==> config.mk <==
export PLATFORM = sky130hd
export DESIGN_NAME = cwt_cell
export DESIGN_NICKNAME = d
export VERILOG_FILES = /design/src/design/cwt_pkg.sv /design/src/design/cwt_cell.sv
export SDC_FILE = /design/constraint.sdc
export NUM_CORES = 1
export LEC_CHECK = 0
export BUFFER_PORTS_ARGS = -buffer_cell sky130_fd_sc_hd__buf_2
export CAP_MARGIN = 30
export CORE_ASPECT_RATIO = 0.75
export CORE_MARGIN = 2
export CORE_UTILIZATION = 48
export CTS_CLUSTER_SIZE = 25
export DETAILED_ROUTE_END_ITERATION = 10
export PLACE_DENSITY = 0.72
export SETUP_SLACK_MARGIN = 0.2
export SLEW_MARGIN = 20
export SYNTH_ARGS = -nofsm -noshare
export SYNTH_HDL_FRONTEND = slang
export SYNTH_SLANG_ARGS = --single-unit
==> constraint.sdc <==
create_clock -name clock -period 17.3 [get_ports clock]
set_clock_uncertainty 0.15 [all_clocks]
set_input_delay 3.46 -clock clock [delete_from_list [all_inputs] [get_ports clock]]
set_output_delay 3.46 -clock clock [all_outputs]
set_load 0.02 [all_outputs]
==> src/design/cwt_pkg.sv <==
// ============================================================================
// cwt_pkg: shared types and constants of the conflict witness table
// Holds the request codes, the scan accumulator that travels along the row
// of cells, and the write command that the controller broadcasts to it.
// ============================================================================
package cwt_pkg;

   localparam int ENTRIES_DEF  = 64;
   localparam int KEY_BITS_DEF = 32;
   localparam int KEY_PORT_W   = 32;
   localparam int CMD_W        = 64;
   localparam int STAMP_W      = 32;
   localparam int DATA_W       = 32;
   localparam int ADDR_W       = 3;

   // Register selects, taken from the word address bit of the port.
   localparam logic REG_LEADER = 1'b0;
   localparam logic REG_SHARE  = 1'b1;

   typedef enum logic [1:0] {
      REQ_RECORD = 2'd0,
      REQ_REMOVE = 2'd1,
      REQ_QUERY  = 2'd2
   } req_kind_type;

   typedef enum logic [1:0] {
      S_IDLE   = 2'd0,
      S_SCAN   = 2'd1,
      S_FINISH = 2'd2
   } state_type;

   typedef enum logic [1:0] {
      WOP_NONE  = 2'd0,
      WOP_STORE = 2'd1,
      WOP_CLEAR = 2'd2
   } wop_kind_type;

   // Running summary of the cells that the scan has already passed.
   typedef struct packed {
      logic               any;
      logic               any_write;
      logic               dup_hit;
      logic               free_hit;
      logic               found;
      logic [STAMP_W-1:0] best_age;
      logic [CMD_W-1:0]   best_cmd;
   } acc_type;

   // Write command broadcast to every cell in the finishing cycle.
   typedef struct packed {
      wop_kind_type       op;
      logic               use_dup;
      logic [STAMP_W-1:0] stamp;
   } wop_type;

endpackage

==> src/design/cwt_cell.sv <==
// ============================================================================
// cwt_cell: one entry of the conflict witness table
// Holds one command and folds it into the scan summary that passes through,
// registering the summary for the next cell along the row.
// ============================================================================
module cwt_cell #(
   parameter int KEY_W = cwt_pkg::KEY_BITS_DEF
) (
   input  logic                        clock,
   input  logic                        reset,
   input  logic                        link_tok,
   input  cwt_pkg::acc_type            link_acc,
   input  logic [KEY_W-1:0]            req_key,
   input  logic [cwt_pkg::CMD_W-1:0]   req_cmd,
   input  logic                        req_wr,
   input  logic [cwt_pkg::STAMP_W-1:0] stamp_now,
   input  cwt_pkg::wop_type            wop,
   output logic                        tok_out,
   output cwt_pkg::acc_type            acc_out,
   output logic                        valid_out
);

   logic                        valid_ff;
   logic [KEY_W-1:0]            key_ff;
   logic [cwt_pkg::CMD_W-1:0]   cmd_ff;
   logic [cwt_pkg::STAMP_W-1:0] stamp_ff;
   logic                        write_ff;
   logic                        dup_here_ff;
   logic                        free_here_ff;
   logic                        tok_ff;
   cwt_pkg::acc_type            acc_ff;
   cwt_pkg::acc_type            acc_in;

   logic                        key_hit;
   logic                        cmd_hit;
   logic                        take;
   logic                        dup_first;
   logic                        free_first;
   logic                        sel;
   logic [cwt_pkg::STAMP_W-1:0] age;

   always_comb begin
      key_hit    = valid_ff && (key_ff == req_key);
      cmd_hit    = key_hit && (cmd_ff == req_cmd);
      age        = stamp_now - stamp_ff;
      // Strictly greater, so the lowest slot keeps a tie.
      take       = key_hit && (!link_acc.found || (age > link_acc.best_age));
      dup_first  = cmd_hit && !link_acc.dup_hit;
      free_first = !valid_ff && !link_acc.free_hit;

      acc_in           = link_acc;
      acc_in.any       = link_acc.any | key_hit;
      acc_in.any_write = link_acc.any_write | (key_hit & write_ff);
      acc_in.dup_hit   = link_acc.dup_hit | cmd_hit;
      acc_in.free_hit  = link_acc.free_hit | !valid_ff;
      acc_in.found     = link_acc.found | key_hit;
      if (take) begin
         acc_in.best_age = age;
         acc_in.best_cmd = cmd_ff;
      end

      sel = wop.use_dup ? dup_here_ff : free_here_ff;
   end

   always_ff @(posedge clock) begin
      if (reset) begin
         valid_ff <= 1'b0;
         tok_ff   <= 1'b0;
      end else begin
         tok_ff <= link_tok;
         if ((wop.op == cwt_pkg::WOP_STORE) && sel) begin
            valid_ff <= 1'b1;
         end else if ((wop.op == cwt_pkg::WOP_CLEAR) && dup_here_ff) begin
            valid_ff <= 1'b0;
         end
      end
   end

   always_ff @(posedge clock) begin
      if (link_tok) begin
         acc_ff       <= acc_in;
         dup_here_ff  <= dup_first;
         free_here_ff <= free_first;
      end
      if ((wop.op == cwt_pkg::WOP_STORE) && sel) begin
         key_ff   <= req_key;
         cmd_ff   <= req_cmd;
         stamp_ff <= wop.stamp;
         write_ff <= req_wr;
      end
   end

   assign tok_out   = tok_ff;
   assign acc_out   = acc_ff;
   assign valid_out = valid_ff;

endmodule

==> results of run 1 <==
-- metal layers --
| layer | track usage, % | share of wire, % | vias up |
|---|---|---|---|
| li1 | - | - | 3961 |
| met1 | 29.6 | 44 | 3821 |
| met2 | 33.8 | 44 | 345 |
| met3 | 7.75 | 9.6 | 54 |
| met4 | 6.14 | 2.7 | 10 |
| met5 | 0 | 0.25 | - |
-- Yosys cell counts (3+ instances only) --
cell type	instances	area share, %
edfxtp_1	232	59
inv_1	71	2.3
o21ai_0	19	0.81
buf_6	3	0.29
xnor2_1	54	4.0
o21a_1	5	0.32
nor3_1	5	0.21
nor2_1	27	0.86
nor4_1	18	0.96
nor2b_1	5	0.27
buf_2	8	0.34
a211oi_1	4	0.25
o31ai_1	3	0.19
ha_1	63	6.7
nand3_1	6	0.25
clkbuf_1	3	0.096
nand2_1	34	1.1
mux2_2	88	8.4
mux2_4	4	0.51
nand2b_1	6	0.32
xor2_1	73	5.4
a21oi_1	44	1.9
a21o_1	20	1.3
o21bai_1	4	0.25
nand4_1	20	1.1
a31oi_1	4	0.21
-- power groups by stage --
stage          Clock [mW]  Combinational [mW]  Sequential (mW)
2_1_floorplan           0              0.0983            0.708
3_5_place_dp            0               0.212            0.681
6_report            0.542               0.213            0.668
3_3_place_gp            0               0.209            0.680
5_1_grt             0.573               0.236            0.671
4_1_cts             0.554               0.213            0.669
-- worst paths after layout --
check / endpoint / slack [ps] / cells after the start
min: acc_out[97] / 390 / 1
min reg2reg: acc_out[97] / 390 / 1
max reg2reg: acc_out[61] / 11420 / 20
max: acc_out[61] / 8700 / 22
-- per-stage QoR --
step	utilization, %	std cells
4_1_cts	61.9	1593
3_5_place_dp	58.4	1549
5_1_grt	61.9	1595
3_3_place_gp	58.3	1548
6_report	61.9	1597
2_1_floorplan	-	857
-- cells by family (layout without fill, tap and decap cells) --
| group | count (synthesis) | in the layout | share of synthesized area, % |
|---|---|---|---|
| adders and majority gates | 64 | 64 | 6.86 |
| other | 0 | 4 | 0 |
| DFF | 234 | 234 | 59.4 |
| and+or+nand+nor | 136 | 136 | 5.95 |
| AOI/OAI and AO/OA | 117 | 117 | 6.25 |
| muxes | 94 | 94 | 9.09 |
| buffers and inverters | 85 | 490 | 2.98 |
| xor gates and xnor gates | 127 | 127 | 9.43 |
-- final cells by class --
class / count / share of cell area [%]
flip-flops and latches: 234 / 47.1
clock buffers: 31 / 4.56
repair buffers: 375 / 12.9
clock inverters: 13 / 1.01
multi-input cells: 538 / 29.8
well taps: 331 / 2.78
inverters: 71 / 1.79
diodes: 4 / 0.0673
-- registers in the layout (all words and copies together), names as in the netlist --
| register | flops |
|---|---|
| free_here_ff | 1 |
| write_ff | 1 |
| valid_out | 1 |
| dup_here_ff | 1 |
| tok_out | 1 |
| stamp_ff | 32 |
| acc_out | 101 |
| cmd_ff | 64 |
| key_ff | 32 |
-- layout by cell type (no fill, tap or decap), types with 3 or more instances in the layout --
| cell | n |
|---|---|
| mux2_2 | 88 |
| nor2b_1 | 5 |
| nor3_1 | 5 |
| a31oi_1 | 4 |
| ha_1 | 63 |
| a21oi_1 | 44 |
| o21bai_1 | 4 |
| o21a_1 | 5 |
| buf_4 | 5 |
| buf_2 | 369 |
| clkinv_2 | 6 |
| nor4_1 | 18 |
| clkbuf_1 | 3 |
| o31ai_1 | 3 |
| inv_1 | 71 |
| xor2_1 | 73 |
| bufinv_16 | 3 |
| edfxtp_1 | 232 |
| o21ai_0 | 19 |
| xnor2_1 | 54 |
| nor2_1 | 27 |
| nand4_1 | 20 |
| nand3_1 | 6 |
| a21o_1 | 20 |
| clkbuf_8 | 3 |
| nand2b_1 | 6 |
| a211oi_1 | 4 |
| clkbuf_16 | 25 |
| mux2_4 | 4 |
| diode_2 | 4 |
| nand2_1 | 34 |
==> results.sh, run 1 <==
export IMPL_min_path_type="reg2reg"
export IMPL_powerDensity_nw_per_um2=95.7
export IMPL_combPwrFrac_pct=14.9
export IMPL_switching_share_pct=24.8
export IMPL_areaGrowthSynthToFinish_pct=26.2
export IMPL_yosys_most_used_dff="edfxtp_1"
export IMPL_p_leak_nw=6.38
export IMPL_totalWireLength_um=29200
export IMPL_cts_sinks=234
export IMPL_wl_per_cell_um=18.3
export IMPL_vias=8191
export IMPL_finalSetupViolCount=0
export IMPL_end_kind="flip-flop"
export IMPL_drv_slew=0
export IMPL_cpPeakStageDelay_ps=540
export IMPL_power_switching_mw=0.352
export IMPL_vias_per_cell=5.13
export IMPL_tightest_slew_ps=938
export IMPL_synth_edf_count=232
export IMPL_hp_start="valid_out"
export IMPL_criticalPathCategory="in2reg"
export IMPL_die_area_sq_um=25800
export IMPL_clk_latency_ps=520
export IMPL_first_pass_iters=5
export IMPL_setup_tns_ps=0
export IMPL_worst_hold_slack_ps=391
export IMPL_dpl_cell_area_sq_um=14000
export IMPL_drc=0
export IMPL_cts_buffers=24
export IMPL_port_buffers=370
export IMPL_critPathBufInv=4
export IMPL_grt_max_degree=69
export IMPL_power_total_mw=1.42
export IMPL_fmax_mhz=116
export IMPL_dieWidth_um=185
export IMPL_worstPathMaxFanout=43
export IMPL_ys_types=52
export IMPL_path_clk_slew_ps=60
export IMPL_yosys_warnings=0
export IMPL_ant_nets=0
export IMPL_antenna_found_initial=12
export IMPL_worstPathArrival_ps=8710
export IMPL_fin_crit_ps=8600
export IMPL_critPathLaunchType="input pin"
export IMPL_drt_iter0_drc=505
export IMPL_grt_total_usage_pct=22.0
export IMPL_synth_area_per_cell_sq_um=13.8
export IMPL_finalCritPeriodShare_pct=49.7
export IMPL_ys_async_sr_fraction_pct=0
export IMPL_crit_chain="buf_2, inv_1, ha_1, fa_1, nor2b_1, o211ai_1, a21oi_2, o21a_1, a21oi_1, or3_1, o21ai_0, xor2_1, ha_1, a21o_1, a21o_1, a211oi_1, o221ai_1, a21oi_1, a311o_2, buf_4, buf_16, mux2_2"
export IMPL_startpoint="stamp_now[0]"
export IMPL_htreeDepth=1
export IMPL_io_pins=371
export IMPL_relSlewSlack_pct=37.5
export IMPL_ys_seq_elements=234
export IMPL_fin_area_sq_um=14900
export IMPL_placementRows=49
export IMPL_cts_buffer_depth=3
export IMPL_cts_setup_buffers=0
export IMPL_cts_root_buf="clkbuf_16"
export IMPL_nets=1576
export IMPL_netlist_instances=857
export IMPL_slowest_stage="buf_4"
export IMPL_hold_buffers=0
export IMPL_tritoncts="done"
export IMPL_internal_power_mw=1.07
export IMPL_r2r_start="stamp_ff[0]"
export IMPL_core_sq_um=24000
export IMPL_seq_area_frac_synth_pct=59.4
export IMPL_grt_pass1_vias=8063
export IMPL_place_gp_congestion=0.923
export IMPL_grt_pass1_wl_um=43700
export IMPL_seq_area_sq_um=7010
export IMPL_layout_drive_gt1_share_pct=40.9
export IMPL_multi_input_area_sq_um=4440
export IMPL_initial_utilization_pct=49.1
export IMPL_die_h_um=140
export IMPL_netlist_area_sq_um=11800
export IMPL_fillers=1960
export IMPL_rsz0062_at_grt="no"
export IMPL_pre_cts_slack_ps=8170
export IMPL_postCtsResizedCells=0
export IMPL_cp_top_family="compound AO/OA/AOI/OAI gates"
export IMPL_status="completed"
export IMPL_syn_nets=1189
export IMPL_grt_ovfl_total=0
export IMPL_cp_data_required_time_ps=17420
export IMPL_dp_hpwl_um=22600
export IMPL_hold_viol=0
export IMPL_p_seq_share_pct=47.0
export IMPL_ir_drop_mv=0.0849
export IMPL_max_cap_violations=0
export IMPL_setup_ws_ps=8700
export IMPL_power_frac_clock_pct=38.1
Note: power is estimated with default switching activity, not from simulation.
==> run 2: changes to the inputs <==
Settings changed: ABC_AREA set to 1, PLACE_DENSITY 0.72 to 0.74.
Clock period 17.3 ns to 7.59 ns, I/O delays scaled along.
==> run 2 against run 1 <==
  * Routed wire length up 25%
  * First-iteration DRC count is 72% higher
  * Count of clock-buffer cells in the layout stayed put
  * Core utilization fell by 2.2 points
  * Final cell count grew 35%
  * Largest cell class unchanged
  * Critical path type unchanged
  * Global-route usage up 3.0 points
==> results.sh, run 2 <==
export IMPL_status="completed"
export IMPL_place_gp_congestion=0.926
export IMPL_cts_setup_buffers=0
export IMPL_netlist_top_cells_count="nand2_1 (440), edfxtp_1 (232), inv_1 (194)"
export IMPL_synth_area_per_cell_sq_um=9.18
export IMPL_layout_drive_gt1_share_pct=24.1
export IMPL_initial_utilization_pct=48.4
export IMPL_vias_per_cell=5.09
export IMPL_endpoint="acc_out[46]"
export IMPL_worstPathArrival_ps=5340
export IMPL_drv_slew=0
export IMPL_grt_pass1_wl_um=56100
export IMPL_die_area_sq_um=28300
export IMPL_ir_drop_mv=0.210
export IMPL_clk_latency_ps=530
export IMPL_synth_top_family_by_area="simple AND/OR/NAND/NOR gates"
export IMPL_dp_hpwl_um=27800
export IMPL_fmax_mhz=192
export IMPL_postCtsResizedCells=0
export IMPL_path_clk_slew_ps=60
export IMPL_synth_xor_area_share_pct=5.48
export IMPL_worst_hold_slack_ps=384
export IMPL_core_sq_um=26700
export IMPL_nets=2116
export IMPL_hold_viol=0
export IMPL_ys_top_cells_by_area="edfxtp_1 (54%), nand2_1 (13%), ha_1 (6.1%)"
export IMPL_synth_adder_area_share_pct=6.24
export IMPL_hold_buffers=0
export IMPL_netlist_area_leader_share_pct=53.8
export IMPL_cts_buffers=25
export IMPL_grt_total_usage_pct=25.0
export IMPL_ant_nets=0
export IMPL_cts_buffer_depth=3
export IMPL_synth_compound_area_share_pct=3.89
export IMPL_regToRegSetupSlack_ps=3140
export IMPL_fin_crit_ps=5210
export IMPL_hold_path_depth=1
export IMPL_rsz0062_at_grt="no"
export IMPL_syn_nets=1742
export IMPL_setup_tns_ps=0
export IMPL_areaGrowthSynthToFinish_pct=23.4
export IMPL_wl_per_cell_um=16.9
export IMPL_startpoint="stamp_now[0]"
export IMPL_totalWireLength_um=36300
export IMPL_dieWidth_um=194
export IMPL_port_buffers=370
export IMPL_grt_pass1_vias=10500
export IMPL_criticalPathCategory="in2reg"
export IMPL_powerDensity_nw_per_um2=207
export IMPL_ys_seq_elements=234
export IMPL_critPathLaunchType="input pin"
export IMPL_fin_area_sq_um=16000
export IMPL_tritoncts="done"
export IMPL_grt_ovfl_total=0
export IMPL_dpl_cell_area_sq_um=15100
export IMPL_largest_reg_flops=101
export IMPL_power_total_mw=3.30
export IMPL_htreeDepth=1
export IMPL_antenna_found_initial=4
export IMPL_yosys_warnings=0
export IMPL_finalSetupViolCount=0
export IMPL_netlist_instances=1410
export IMPL_vias=11000
export IMPL_seq_area_sq_um=7010
export IMPL_synthSimpleGateAreaFrac_pct=22.9
export IMPL_finalCritPeriodShare_pct=68.7
export IMPL_drt_iter0_drc=870
export IMPL_synthMuxAreaShare_pct=0.0870
export IMPL_setup_ws_ps=2380
export IMPL_final_common_cell="nand2_1"
export IMPL_synth_top_cell_by_area="edfxtp_1"
export IMPL_layout_common_cells="nand2_1 (440), buf_2 (369), edfxtp_1 (232)"
export IMPL_end_kind="flip-flop"
export IMPL_drc=0
export IMPL_ys_types=30
export IMPL_yosys_most_used_dff="edfxtp_1"
export IMPL_cts_root_buf="clkbuf_16"
export IMPL_cts_sinks=234
export IMPL_relSlewSlack_pct=46.5
export IMPL_grt_max_degree=97
export IMPL_worstRegToRegCells=22
export IMPL_tightest_slew_ps=803
export IMPL_placementRows=52
export IMPL_worstPathMaxFanout=61
export IMPL_first_pass_iters=5
export IMPL_r2r_start="stamp_ff[0]"
export IMPL_reg2reg_to="acc_out[46]"
export IMPL_multi_input_area_sq_um=5020
export IMPL_netlist_area_sq_um=12900
export IMPL_seq_area_frac_synth_pct=54.1
export IMPL_io_pins=371
export IMPL_pre_cts_slack_ps=1610
export IMPL_min_path_type="reg2reg"
export IMPL_fillers=2350
export IMPL_p_leak_nw=7.73
export IMPL_cp_data_required_time_ps=7720
export IMPL_die_h_um=146
export IMPL_synth_most_common_cell="nand2_1"
export IMPL_synth_edf_count=232
export IMPL_max_cap_violations=0
export IMPL_ys_async_sr_fraction_pct=0
[run 2: changes by cell type in the layout (fill, tap and decap cells not counted), moves of 15 or more]
cell     change
inv_1      +123
xor2_1      -28
nand2_1    +406
nor4_1      -15
a21o_1      -17
mux2_2      -87
nor3_1      +16
nand3_1    +127
xnor2_1     -18
nor2_1      +48
[run 2: cell type report]
class | instances | area share [%]
inverter | 194 | 4.56
clock buffer | 31 | 4.12
multi-input combinational | 951 | 31.5
tap | 351 | 2.75
clock inverter | 12 | 0.893
timing repair buffer | 378 | 12.3
antenna | 5 | 0.0784
sequential | 234 | 43.9
[run 2: through the flow]
stage / util (%) / std cells
final: 59.7 / 2156
after global routing: 59.7 / 2155
after CTS: 59.6 / 2150
after detailed placement: 56.6 / 2107
after global placement: 56.4 / 2105
after floorplan: - / 1410
[run 2: routing by layer]
layer	GRT usage, %	vias to the layer above	routed length, um
li1	-	5395	-
met1	35.4	5022	15700
met2	39.4	495	16200
met3	5.64	58	3550
met4	5.95	0	882
met5	0	-	0
[run 2: critical path, cell delays in order]
cell     delay [ps]
buf_2            90
inv_1            50
ha_1            220
fa_1            450
o21ai_2         270
nand2_1          90
nand2_1         140
nand2_1          70
nand2_1         210
nand2_1         140
nand3_1          90
nand2_1          80
ha_1            280
nand2_1          80
nor3_2          230
and3_1          210
nand2_1          60
nand2_1          50
nand2_1          70
nand2_4          70
nand2_4         360
buf_12          350
nand2_1          90
nand2_1          50
[run 2: cell families after synthesis]
| logic type | Yosys count |
|---|---|
| xor gates and xnor gates | 81 |
| and+or+nand+nor | 710 |
| muxes | 1 |
| AOI/OAI and AO/OA | 95 |
| adders and majority gates | 64 |
| DFF | 234 |
| buffers and inverters | 225 |
[run 2: worst min-delay path by stage]
stage / start / endpoint / slack [ps]
6_report: write_ff / acc_out[99] / 380
4_1_cts: write_ff / acc_out[99] / 390
3_3_place_gp: write_ff / acc_out[99] / 360
5_1_grt: write_ff / acc_out[99] / 410
2_1_floorplan: write_ff / acc_out[99] / 350
3_5_place_dp: write_ff / acc_out[99] / 370
[run 2: report_power, final]
part	internal (mW)	switching, mW	total [mW]
logic	0.201	0.354	0.556
registers	1.50	0.0252	1.52
clock network	0.716	0.504	1.22
total	2.42	0.884	3.30
==> run 3: changes to the inputs <==
Settings changed: ABC_AREA 1 to 0, CORE_UTILIZATION 48 to 47, PLACE_DENSITY 0.74 to 0.73.
Clock period 7.59 ns to 4.65 ns, I/O delays scaled along.
==> run 3 against run 2 <==
  * The run now ends with negative setup slack left
  * Core utilization grew 6.4 points
  * Sequential share of layout area fell by 1.1 points
  * Worst hold slack better by 2.3 ps
  * Critical endpoint is now acc_out[73]
==> results.sh, run 3 (synthesis results as in run 1) <==
export IMPL_powerDensity_nw_per_um2=324
export IMPL_grt_ovfl_total=0
export IMPL_power_frac_clock_pct=34.0
export IMPL_regToRegSetupSlack_ps=-80
export IMPL_drc=0
export IMPL_violations="negative setup slack"
export IMPL_worstPathMaxFanout=6
export IMPL_vias_per_cell=5.06
export IMPL_min_to="acc_out[97]"
export IMPL_vias=8813
export IMPL_power_switching_mw=1.37
export IMPL_cts_buffer_depth=3
export IMPL_clk_latency_ps=540
export IMPL_worstRegToRegCells=20
export IMPL_dieWidth_um=187
export IMPL_totalWireLength_um=32800
export IMPL_finalSetupViolCount=96
export IMPL_grt_max_degree=55
export IMPL_die_h_um=141
export IMPL_areaGrowthSynthToFinish_pct=38.8
export IMPL_min_path_type="reg2reg"
export IMPL_antenna_found_initial=10
export IMPL_rsz0062_at_grt="yes"
export IMPL_grt_pass1_wl_um=49800
export IMPL_fin_area_sq_um=16400
export IMPL_dpl_cell_area_sq_um=15000
export IMPL_placementRows=50
export IMPL_cts_sinks=234
export IMPL_end_kind="flip-flop"
export IMPL_finalCritPeriodShare_pct=104
export IMPL_wl_per_cell_um=18.8
export IMPL_max_cap_violations=0
export IMPL_path_clk_slew_ps=60
export IMPL_drv_slew=0
export IMPL_final_common_cell="buf_2"
export IMPL_critPathLaunchType="input pin"
export IMPL_setup_ws_ps=-175
export IMPL_combPwrFrac_pct=19.1
export IMPL_ant_nets=0
export IMPL_largest_reg_flops=101
export IMPL_p_leak_nw=7.12
export IMPL_place_gp_congestion=0.887
export IMPL_relSlewSlack_pct=46.7
export IMPL_worstPathArrival_ps=4960
export IMPL_layout_common_cells="buf_2 (368), edfxtp_1 (232), buf_4 (121)"
export IMPL_tightest_slew_ps=800
export IMPL_grt_total_usage_pct=24.3
export IMPL_grt_pass1_vias=9189
export IMPL_dp_hpwl_um=24900
export IMPL_switching_share_pct=25.8
export IMPL_layout_drive_gt1_share_pct=49.2
export IMPL_hp_start="valid_out"
export IMPL_internal_power_mw=3.93
export IMPL_ir_drop_mv=0.265
export IMPL_drt_iter0_drc=459
export IMPL_cp_data_required_time_ps=4790
export IMPL_p_seq_share_pct=46.9
export IMPL_first_pass_iters=5
export IMPL_worst_hold_slack_ps=386
export IMPL_r2r_start="stamp_ff[0]"
export IMPL_status="finished, violations left"
export IMPL_port_buffers=370
export IMPL_tritoncts="done"
export IMPL_nets=1710
export IMPL_initial_utilization_pct=47.6
export IMPL_fmax_mhz=207
export IMPL_fin_crit_ps=4830
export IMPL_reg2reg_to="acc_out[73]"
export IMPL_io_pins=371
export IMPL_die_area_sq_um=26400
export IMPL_hold_viol=0
export IMPL_hold_buffers=0
export IMPL_criticalPathCategory="in2reg"
export IMPL_cts_root_buf="clkbuf_16"
export IMPL_htreeDepth=1
export IMPL_core_sq_um=24800
export IMPL_hold_path_depth=1
export IMPL_cts_buffers=24
## run 3: cell types whose count changed in the layout (fill, tap and decap cells not counted), moves of 28 or more
cell and change:
nand3_1 -127, xor2_1 +28, nand2_1 -407, nor2_1 -51
inv_1 -124, buf_4 +115, mux2_2 +86
## run 3: layer usage
layer | vias up | wire length [um] | global-route usage (%)
met1 | 4164 | 14100 | 31.9
met3 | 58 | 2700 | 6.62
li1 | 4238 | - | -
met5 | - | 34 | 0
met2 | 347 | 15300 | 40.3
met4 | 6 | 724 | 5.76
## run 3: worst max-delay path, cell delays in order
cell and delay, ps:
buf_12 100, inv_12 30, ha_4 170, fa_2 370, nor2b_2 130, o211ai_1 150
a21oi_2 180, o21a_2 180, a21oi_2 70, or3_4 350, o21ai_2 140, xor2_1 100
ha_1 280, nand4_1 140, or3_4 430, o221ai_2 140, a21oi_1 50, a311o_2 360
buf_6 140, buf_12 130, buf_16 130, mux2_2 260
## run 3: area by class of cell
type,count,area (sq um)
clock buffer,33,664
clock inverter,10,65.1
multi-input combinational,538,4760
timing repair buffer,509,3150
fill,1898,8410
tap,338,423
antenna,7,17.5
inverter,71,279
sequential,234,7010
## run 3: worst max path at each step
stage	from	to	cells past startpoint
after floorplan	stamp_now[0]	acc_out[91]	21
after global placement	stamp_now[0]	acc_out[83]	21
after detailed placement	stamp_now[0]	acc_out[83]	21
after CTS	stamp_now[1]	acc_out[31]	22
after global routing	stamp_now[1]	acc_out[81]	22
final	stamp_now[0]	acc_out[73]	22
## run 3: power by group through the flow
stage | clock network [mW] | registers, mW | logic [mW]
floorplan | 0 | 2.62 | 0.369
global placement | 0 | 2.53 | 0.914
detailed placement | 0 | 2.53 | 0.931
CTS | 1.84 | 2.49 | 0.977
global route | 1.90 | 2.50 | 1.10
finish | 1.80 | 2.49 | 1.01
## run 3: per-stage QoR
stage               worst slack (ps)  setup TNS [ps]  instances  utilization, %  power (mW)
finish                          -175          -12220       1740            66.1        5.30
global route                    -334          -27200       1737            66.0        5.50
CTS                             -117           -6430       1727            65.3        5.31
detailed placement              -845          -76580       1670            60.7        3.46
global placement                -784          -70280       1669            60.6        3.44
floorplan                       -334          -61080        857               -        2.99
## run 3: what timing repair did
item,4_1_cts,5_1_grt
cloned,3,1
endpoints found under the hold margin,0,0
resized for setup,49,23
pin swaps,17,16
setup buffers,11,5
setup endpoints to repair,96,96
